<file path="config.mk">
export PLATFORM = sky130hd
export DESIGN_NAME = clipped_rect_alpha_blend_unit
export DESIGN_NICKNAME = d
export VERILOG_FILES = /design/src/crab_pkg.sv /design/src/clipped_rect_alpha_blend_unit.sv
export SDC_FILE = /design/constraint.sdc
export NUM_CORES = 1
export LEC_CHECK = 0
export ABC_CLOCK_PERIOD_IN_PS = 7700
export BUFFER_PORTS_ARGS = -buffer_cell sky130_fd_sc_hd__buf_2
export CAP_MARGIN = 20
export CORE_MARGIN = 10
export CORE_UTILIZATION = 63
export DETAILED_ROUTE_END_ITERATION = 12
export PLACE_DENSITY = 0.87
export SLEW_MARGIN = 20
export SYNTH_ARGS = -nofsm -noshare
export SYNTH_HDL_FRONTEND = slang
export SYNTH_SLANG_ARGS = --single-unit
</file>
<file path="constraint.sdc">
create_clock -name clk -period 7.7 [get_ports clk]
set_clock_uncertainty 0.2 [all_clocks]
set_input_delay 1.54 -clock clk [delete_from_list [all_inputs] [get_ports clk]]
set_output_delay 1.54 -clock clk [all_outputs]
set_load 0.02 [all_outputs]
</file>
<file path="src/crab_pkg.sv">
// shared constants and helper functions for the clipped rectangle alpha blend unit
// register map, reset values, span clipping and the divide-by-255 helper
// no dependencies
`default_nettype none

package crab_pkg;

	// register indexes on the configuration port
	localparam logic [2:0] REG_RECT_LEFT    = 3'd0;
	localparam logic [2:0] REG_RECT_TOP     = 3'd1;
	localparam logic [2:0] REG_RECT_WIDTH   = 3'd2;
	localparam logic [2:0] REG_RECT_HEIGHT  = 3'd3;
	localparam logic [2:0] REG_FILL_COLOR   = 3'd4;
	localparam logic [2:0] REG_FRAME_WIDTH  = 3'd5;
	localparam logic [2:0] REG_FRAME_HEIGHT = 3'd6;
	localparam logic [2:0] REG_BLEND_MODE   = 3'd7;

	localparam int          MAX_DIM_DEF     = 4096;
	localparam int          ADDR_W          = 5;
	localparam int          DIM_W           = 13;
	localparam int          POS_W           = 12;
	localparam int          SPAN_W          = 15;
	localparam logic [12:0] FRAME_DIM_RST   = 13'd4096;
	localparam logic [7:0]  ALPHA_OPAQUE    = 8'hFF;
	localparam logic [7:0]  ALPHA_CLEAR     = 8'h00;

	// true when pos lies in [max(start,0), min(start+len, bound))
	function automatic logic in_span(
		input logic [POS_W-1:0] pos,
		input logic signed [DIM_W-1:0] start,
		input logic [DIM_W-1:0] len,
		input logic [DIM_W-1:0] bound
	);
		logic signed [SPAN_W-1:0] lo;
		logic signed [SPAN_W-1:0] hi;
		logic signed [SPAN_W-1:0] bnd;
		logic signed [SPAN_W-1:0] p;
		lo  = start[DIM_W-1] ? '0 : SPAN_W'(start);
		hi  = SPAN_W'(start) + $signed({2'b00, len});
		bnd = $signed({2'b00, bound});
		p   = $signed({3'b000, pos});
		if (hi > bnd) begin
			hi = bnd;
		end
		return (p >= lo) && (p < hi);
	endfunction

	// exact floor(x / 255) for x up to 255*255
	function automatic logic [7:0] div255(input logic [15:0] x);
		logic [16:0] t;
		t = {1'b0, x} + 17'd1 + {9'd0, x[15:8]};
		return t[15:8];
	endfunction

endpackage

`default_nettype wire

</file>
<file path="src/clipped_rect_alpha_blend_unit.sv">
// clipped rectangle fill / source-over alpha blend on a pixel stream
// three-stage pipeline with an apb-style register port
// depends on crab_pkg
`default_nettype none

// an accepted input transaction passes through s1, s2 and s3 before its output transaction
// throughput: one pixel per cycle while out_stall is low; each stage holds one pixel and
//   moves on when the stage after it is empty or advancing, so stalls hold data without loss
// stages: s1 clip test and mode decision, s2 per-channel multiply-add, s3 divide by 255
// reset: pipeline valid bits clear, registers take their reset values (frame 4096x4096,
//   empty rectangle, fill mode); no clearing pass, input accepted from the first edge after release
module clipped_rect_alpha_blend_unit #(
	parameter int MAX_DIM = crab_pkg::MAX_DIM_DEF
) (
	input  wire logic                          clk,
	input  wire logic                          arst_n,

	// apb-style configuration port
	input  wire logic                          psel,
	input  wire logic                          penable,
	input  wire logic                          pwrite,
	input  wire logic [crab_pkg::ADDR_W-1:0]   paddr,
	input  wire logic [31:0]                   pwdata,
	output      logic [31:0]                   prdata,
	output      logic                          pready,

	// pixel input channel
	input  wire logic                          in_valid,
	output      logic                          in_stall,
	input  wire logic [crab_pkg::POS_W-1:0]    pixel_column,
	input  wire logic [crab_pkg::POS_W-1:0]    pixel_row,
	input  wire logic [31:0]                   dest_pixel,

	// pixel output channel
	output      logic                          out_valid,
	input  wire logic                          out_stall,
	output      logic [31:0]                   pixel_out,
	output      logic                          pixel_written
);

	// ---------------------------------------------------------------------
	// configuration registers
	// ---------------------------------------------------------------------
	logic signed [crab_pkg::DIM_W-1:0] rect_left_q;
	logic signed [crab_pkg::DIM_W-1:0] rect_top_q;
	logic [crab_pkg::DIM_W-1:0]        rect_width_q;
	logic [crab_pkg::DIM_W-1:0]        rect_height_q;
	logic [31:0]                       fill_color_q;
	logic [crab_pkg::DIM_W-1:0]        frame_width_q;
	logic [crab_pkg::DIM_W-1:0]        frame_height_q;
	logic                              blend_mode_q;

	logic       cfg_wr;
	logic [2:0] cfg_idx;

	assign pready  = 1'b1;
	assign cfg_wr  = psel && penable && pwrite && pready;
	assign cfg_idx = paddr[crab_pkg::ADDR_W-1:2];

	always_ff @(posedge clk or negedge arst_n) begin
		if (!arst_n) begin
			rect_left_q    <= '0;
			rect_top_q     <= '0;
			rect_width_q   <= '0;
			rect_height_q  <= '0;
			fill_color_q   <= '0;
			frame_width_q  <= crab_pkg::FRAME_DIM_RST;
			frame_height_q <= crab_pkg::FRAME_DIM_RST;
			blend_mode_q   <= 1'b0;
		end else if (cfg_wr) begin
			unique case (cfg_idx)
				crab_pkg::REG_RECT_LEFT:    rect_left_q    <= $signed(pwdata[12:0]);
				crab_pkg::REG_RECT_TOP:     rect_top_q     <= $signed(pwdata[12:0]);
				crab_pkg::REG_RECT_WIDTH:   rect_width_q   <= pwdata[12:0];
				crab_pkg::REG_RECT_HEIGHT:  rect_height_q  <= pwdata[12:0];
				crab_pkg::REG_FILL_COLOR:   fill_color_q   <= pwdata;
				crab_pkg::REG_FRAME_WIDTH:  frame_width_q  <= pwdata[12:0];
				crab_pkg::REG_FRAME_HEIGHT: frame_height_q <= pwdata[12:0];
				crab_pkg::REG_BLEND_MODE:   blend_mode_q   <= pwdata[0];
				default: ;
			endcase
		end
	end

	// register readback
	always_comb begin
		unique case (cfg_idx)
			crab_pkg::REG_RECT_LEFT:    prdata = {19'd0, rect_left_q};
			crab_pkg::REG_RECT_TOP:     prdata = {19'd0, rect_top_q};
			crab_pkg::REG_RECT_WIDTH:   prdata = {19'd0, rect_width_q};
			crab_pkg::REG_RECT_HEIGHT:  prdata = {19'd0, rect_height_q};
			crab_pkg::REG_FILL_COLOR:   prdata = fill_color_q;
			crab_pkg::REG_FRAME_WIDTH:  prdata = {19'd0, frame_width_q};
			crab_pkg::REG_FRAME_HEIGHT: prdata = {19'd0, frame_height_q};
			crab_pkg::REG_BLEND_MODE:   prdata = {31'd0, blend_mode_q};
			default:                    prdata = '0;
		endcase
	end

	// ---------------------------------------------------------------------
	// pipeline flow control
	// ---------------------------------------------------------------------
	logic v_s1, v_s2, v_s3;
	logic en1, en2, en3;

	// a stage loads when it is empty or its content moves on this edge
	assign en3      = !v_s3 || !out_stall;
	assign en2      = !v_s2 || en3;
	assign en1      = !v_s1 || en2;
	assign in_stall = !en1;

	always_ff @(posedge clk or negedge arst_n) begin
		if (!arst_n) begin
			v_s1 <= 1'b0;
			v_s2 <= 1'b0;
			v_s3 <= 1'b0;
		end else begin
			if (en1) v_s1 <= in_valid;
			if (en2) v_s2 <= v_s1;
			if (en3) v_s3 <= v_s2;
		end
	end

	// ---------------------------------------------------------------------
	// stage 1: clip test against rectangle and saturated frame bounds
	// ---------------------------------------------------------------------
	logic [crab_pkg::DIM_W-1:0] bound_x, bound_y;
	logic                       in_rect;
	logic [7:0]                 alpha;

	// frame size above MAX_DIM clips at MAX_DIM
	assign bound_x = ({19'd0, frame_width_q} > 32'(MAX_DIM))  ? crab_pkg::DIM_W'(MAX_DIM)
	                                                          : frame_width_q;
	assign bound_y = ({19'd0, frame_height_q} > 32'(MAX_DIM)) ? crab_pkg::DIM_W'(MAX_DIM)
	                                                          : frame_height_q;
	assign alpha   = fill_color_q[31:24];
	assign in_rect = crab_pkg::in_span(pixel_column, rect_left_q, rect_width_q, bound_x) &&
	                 crab_pkg::in_span(pixel_row, rect_top_q, rect_height_q, bound_y);

	logic [31:0] dst_s1;
	logic        full_s1;   // replace with the fill colour
	logic        blend_s1;  // mix with the fill colour

	always_ff @(posedge clk) begin
		if (en1) begin
			dst_s1   <= dest_pixel;
			full_s1  <= in_rect && (!blend_mode_q || alpha == crab_pkg::ALPHA_OPAQUE);
			blend_s1 <= in_rect && blend_mode_q && alpha != crab_pkg::ALPHA_OPAQUE &&
			            alpha != crab_pkg::ALPHA_CLEAR;
		end
	end

	// ---------------------------------------------------------------------
	// stage 2: src*a + dst*(255-a) for each colour channel
	// ---------------------------------------------------------------------
	logic [7:0]  inv_alpha;
	logic [15:0] mix_r, mix_g, mix_b;

	assign inv_alpha = crab_pkg::ALPHA_OPAQUE - alpha;
	assign mix_r = fill_color_q[23:16] * alpha + dst_s1[23:16] * inv_alpha;
	assign mix_g = fill_color_q[15:8]  * alpha + dst_s1[15:8]  * inv_alpha;
	assign mix_b = fill_color_q[7:0]   * alpha + dst_s1[7:0]   * inv_alpha;

	logic [31:0] dst_s2;
	logic        full_s2, blend_s2;
	logic [15:0] mix_r_s2, mix_g_s2, mix_b_s2;

	always_ff @(posedge clk) begin
		if (en2) begin
			dst_s2   <= dst_s1;
			full_s2  <= full_s1;
			blend_s2 <= blend_s1;
			mix_r_s2 <= mix_r;
			mix_g_s2 <= mix_g;
			mix_b_s2 <= mix_b;
		end
	end

	// ---------------------------------------------------------------------
	// stage 3: divide by 255 and pick the result
	// ---------------------------------------------------------------------
	logic [31:0] blended;
	logic [31:0] pixel_s3;
	logic        written_s3;

	assign blended = {crab_pkg::ALPHA_OPAQUE, crab_pkg::div255(mix_r_s2),
	                  crab_pkg::div255(mix_g_s2), crab_pkg::div255(mix_b_s2)};

	always_ff @(posedge clk) begin
		if (en3) begin
			pixel_s3   <= full_s2 ? fill_color_q : (blend_s2 ? blended : dst_s2);
			written_s3 <= full_s2 || blend_s2;
		end
	end

	assign out_valid     = v_s3;
	assign pixel_out     = pixel_s3;
	assign pixel_written = written_s3;

	// ---------------------------------------------------------------------
	// assertions
	// ---------------------------------------------------------------------

	// input is held back only when every stage is occupied
	a_stall_full: assert property (@(posedge clk) disable iff (!arst_n)
		in_stall |-> (v_s1 && v_s2 && v_s3))
		else $error("input stalled with an empty pipeline stage");

	// fill and blend decisions are exclusive
	a_mode_excl: assert property (@(posedge clk) disable iff (!arst_n)
		v_s1 |-> !(full_s1 && blend_s1))
		else $error("pixel marked for both fill and blend");

	// a blended pixel always comes out opaque
	a_blend_opaque: assert property (@(posedge clk) disable iff (!arst_n)
		(out_valid && pixel_written && blend_mode_q)
		|-> (pixel_out[31:24] == crab_pkg::ALPHA_OPAQUE))
		else $error("blended pixel is not opaque");

	// a transparent fill colour in blend mode never writes
	a_clear_nowrite: assert property (@(posedge clk) disable iff (!arst_n)
		(out_valid && blend_mode_q && fill_color_q[31:24] == crab_pkg::ALPHA_CLEAR)
		|-> !pixel_written)
		else $error("transparent blend wrote a pixel");

endmodule

`default_nettype wire

</file>
==> flow_summary.yaml <==
setup_path:
  crit_fanout: 11
  r2r_end: "full_s1$_DFFE_PN_"
  startpoint: "rect_left_q[0]$_DFFE_PN0P_"
  critPathKind: "reg -> reg"
  startpoint_type: "register"
  cp.arrival_ns: 7.24
  crit_path_end_kind: "register"
  critPathRequiredTime_ns: 7.87
  reg2reg_from: "rect_left_q[0]$_DFFE_PN0P_"
  rrSetupSlack_ns: 0.63
  rr_worst_depth: 26
placement:
  numPortBuffers: 164
  dp_hpwl_um: 55600
  gp_congestion: 0.988
clock_tree:
  clkTransAtPathRegs_ns: 0.06
  cts_setup_buffers: 0
  cts_resized: 0
  clock-root-buffer: "clkbuf_16"
  insertion_delay_ns: 0.60
  htreeDepth: 1
  cts_hold_buf: 0
  cts_buffers: 28
  cts_max_path_buffers: 3
  clock_sinks: 263
  cts_tree: "built"
timing:
  max-slew-margin-rel_pct: 26.5
  slew_violations: 0
  timing.final.hold_violations: 0
  report.final.setup_viol: 0
  fin_crit_sh_pct: 91.8
  max_slew.worst_pin.slew_ns: 1.10
  fin_setup_tns_ns: 0
  hold_ws_ns: 0.224
  grt_setup_unrepaired: "false"
  max_freq_mhz: 141
  finalCriticalPeriod_ns: 7.07
routing:
  routed_wl_um: 73500
  firstDrtPassIters: 6
  drcViolationCount: 0
  wl_per_cell_um: 21.6
  drtIter0Drc: 1954
  ant_nets: 0
  vias: 20500
  viasPerCell: 6.03
hold_path:
  hold_end: "dst_s2[24]$_DFFE_PP_"
  holdPathStages: 0
  min-delay-start: "dst_s1[24]$_DFFE_PN_"
  hold_class: "reg -> reg"
die:
  die_w_um: 228
  core_area_mm2: 0.0430
  die_area_mm2: 0.0521
  die_h_um: 228
  initial_core_util_pct: 63.6
  io_pins: 168
  rows: 76
power_and_ir_drop:
  switching_share_pct: 47.1
  seqPwrFrac_pct: 19.0
  power.switching_uw: 7030
  vdd_drop_max_uv: 574
  fin_total_pwr_uw: 14900
  comb_power_share_pct: 71.7
  p_leak_uw: 0.0141
  p_int_uw: 7900
  power_density_mw_per_mm2: 503
  pwr-share-clk_pct: 9.2
grt:
  grt_max_degree: 84
  grt_pass1_vias: 22000
  grt_overflow: 0
  antenna_found_initial: 1
  grt_pass1_wl_um: 117000
  track_usage_pct: 28.1
synth:
  ys_ff_latch: 263
  yosys_warnings: 0
  synth_cell_types: 79
  syn_inst: 2686
  synth_compound_area_share_pct: 8.16
  synth_edf_count: 149
  synthSimpleGateAreaFrac_pct: 14.5
  synthMuxAreaShare_pct: 5.42
  synthArstFlopShare_pct: 43.3
  syn_area_per_cell_um2: 10.2
  syn-cell-area_mm2: 0.0273
  synth_top_family_by_area: "adder cells"
  synth_flop_cell: "edfxtp_1"
  synth-adder-area-share_pct: 35.3
  ys_seq_area_share_pct: 26.8
  synth_xor_xnor_area_share_pct: 2.53
cells_and_area:
  layout-drive-gt1-share_pct: 13.7
  area_growth_pct: 8.61
  nNetsFinal: 3494
  final_cell_mix: "inv_1 (405), ha_1 (307), fa_1 (290)"
  final_common_cell: "inv_1"
run:
  cap_violations: 0
outcome:
  status: "finished clean"
==> sequential cells by signal, summed over array words and instances, names as in the netlist, 13 cells and up <==
| signal | cells |
|---|---|
| dst_s2 | 32 |
| rect_top_q | 13 |
| dst_s1 | 32 |
| mix_b_s2 | 16 |
| pixel_out | 32 |
| fill_color_q | 32 |
| rect_width_q | 13 |
| mix_g_s2 | 16 |
| frame_height_q | 13 |
| frame_width_q | 13 |
| mix_r_s2 | 16 |
| rect_height_q | 13 |
| rect_left_q | 13 |
==> how the worst max path moves through the flow <==
stage	end	slack [ns]	cells past startpoint
finish	full_s1$_DFFE_PN_	0.63	26
global placement	full_s1$_DFFE_PN_	1.15	26
global route	full_s1$_DFFE_PN_	0.13	26
detailed placement	full_s1$_DFFE_PN_	0.84	26
CTS	full_s1$_DFFE_PN_	0.77	26
floorplan	mix_g_s2[14]$_DFFE_PP_	1.74	21
==> logic make-up (layout without fill, tap and decap cells) <==
group,Yosys count,after routing
AO/OA/AOI/OAI,329,329
XOR/XNOR,79,79
adder cells (fa/ha/maj),597,597
buffers and inverters,524,655
flip-flops,263,263
multiplexers,135,135
other,2,5
AND/OR/NAND/NOR,757,757
==> per-stage QoR <==
stage | util (%) | std cells | instance area [um^2] | setup slack [ns]
6_report | 69.1 | 3405 | 29700 | 0.629
2_1_floorplan | - | 2688 | 27300 | 1.74
4_1_cts | 69.1 | 3404 | 29700 | 0.766
5_1_grt | 69.1 | 3404 | 29700 | 0.132
3_3_place_gp | 66.8 | 3351 | 28700 | 1.15
3_5_place_dp | 66.9 | 3352 | 28700 | 0.840
==> cell type report <==
class                           count  area (um^2)
Fill cell                        2994        13300
Sequential cell                   263         7330
Inverter                          407         1530
Clock buffer                       41          833
Multi-Input combinational cell   1901        18100
Timing Repair Buffer              196         1080
Clock inverter                     11          111
Tap cell                          585          732
Antenna cell                        1         2.50
==> routing by layer <==
layer | part of all wire (%) | global-route usage (%) | vias to the layer above
met3 | 9.2 | 5.47 | 226
met2 | 48 | 47.4 | 1013
met4 | 4.6 | 12.3 | 0
li1 | - | - | 9068
met5 | 0 | 0 | -
met1 | 38 | 34.6 | 10200
==> power groups by stage <==
stage	logic (uW)	registers [uW]	clock network (uW)
global route	12100	2860	1440
floorplan	8280	2560	0
detailed placement	10500	2830	0
global placement	9810	2810	0
CTS	10700	2810	1390
finish	10700	2840	1380
==> worst max-delay path, cell delays in order (launching register included) <==
cell and delay (ns):
dfrtp_1 0.46, ha_1 0.29, fa_1 0.45, a211oi_1 0.37
nor2_2 0.11, a41oi_2 0.27, a21oi_1 0.12, xnor2_1 0.23
inv_1 0.08, ha_1 0.29, and4_1 0.18, nand3_1 0.13
a31oi_1 0.18, a221o_1 0.18, o31a_1 0.24, a211oi_2 0.08
o21ai_1 0.81, mux2i_1 0.36, ha_1 0.30, a21oi_1 0.15
nor2b_1 0.06, o21ai_0 0.14, o211ai_1 0.11, a21oi_1 0.22
o2111ai_1 0.15, o221a_1 0.31, nor4b_1 0.39
==> Yosys cell counts (8+ instances only) <==
cell type  number  area (um^2)
inv_1         405         1520
ha_1          307         3840
fa_1          290         5810
nand2_1       208          781
edfxtp_1      149         4470
nor2b_1       146          913
dfrtp_1       112         2800
clkbuf_1      107          402
mux2_2        105         1180
nand2b_1       96          601
and2_1         90          563
nor2_1         82          308
a21oi_1        77          385
o21ai_0        63          315
xnor2_1        60          526
nand3_1        41          205
o21a_1         38          285
mux2i_1        30          300
and3_1         27          169
a22oi_1        22          165
o211ai_1       22          165
a21o_1         21          158
nor3_1         19         95.1
xor2_1         19          166
nand4_1        15         93.8
or3_1          12         75.1
a31oi_1         9         56.3
o21bai_1        8         60.1
Power figures use the tool's default switching activity.
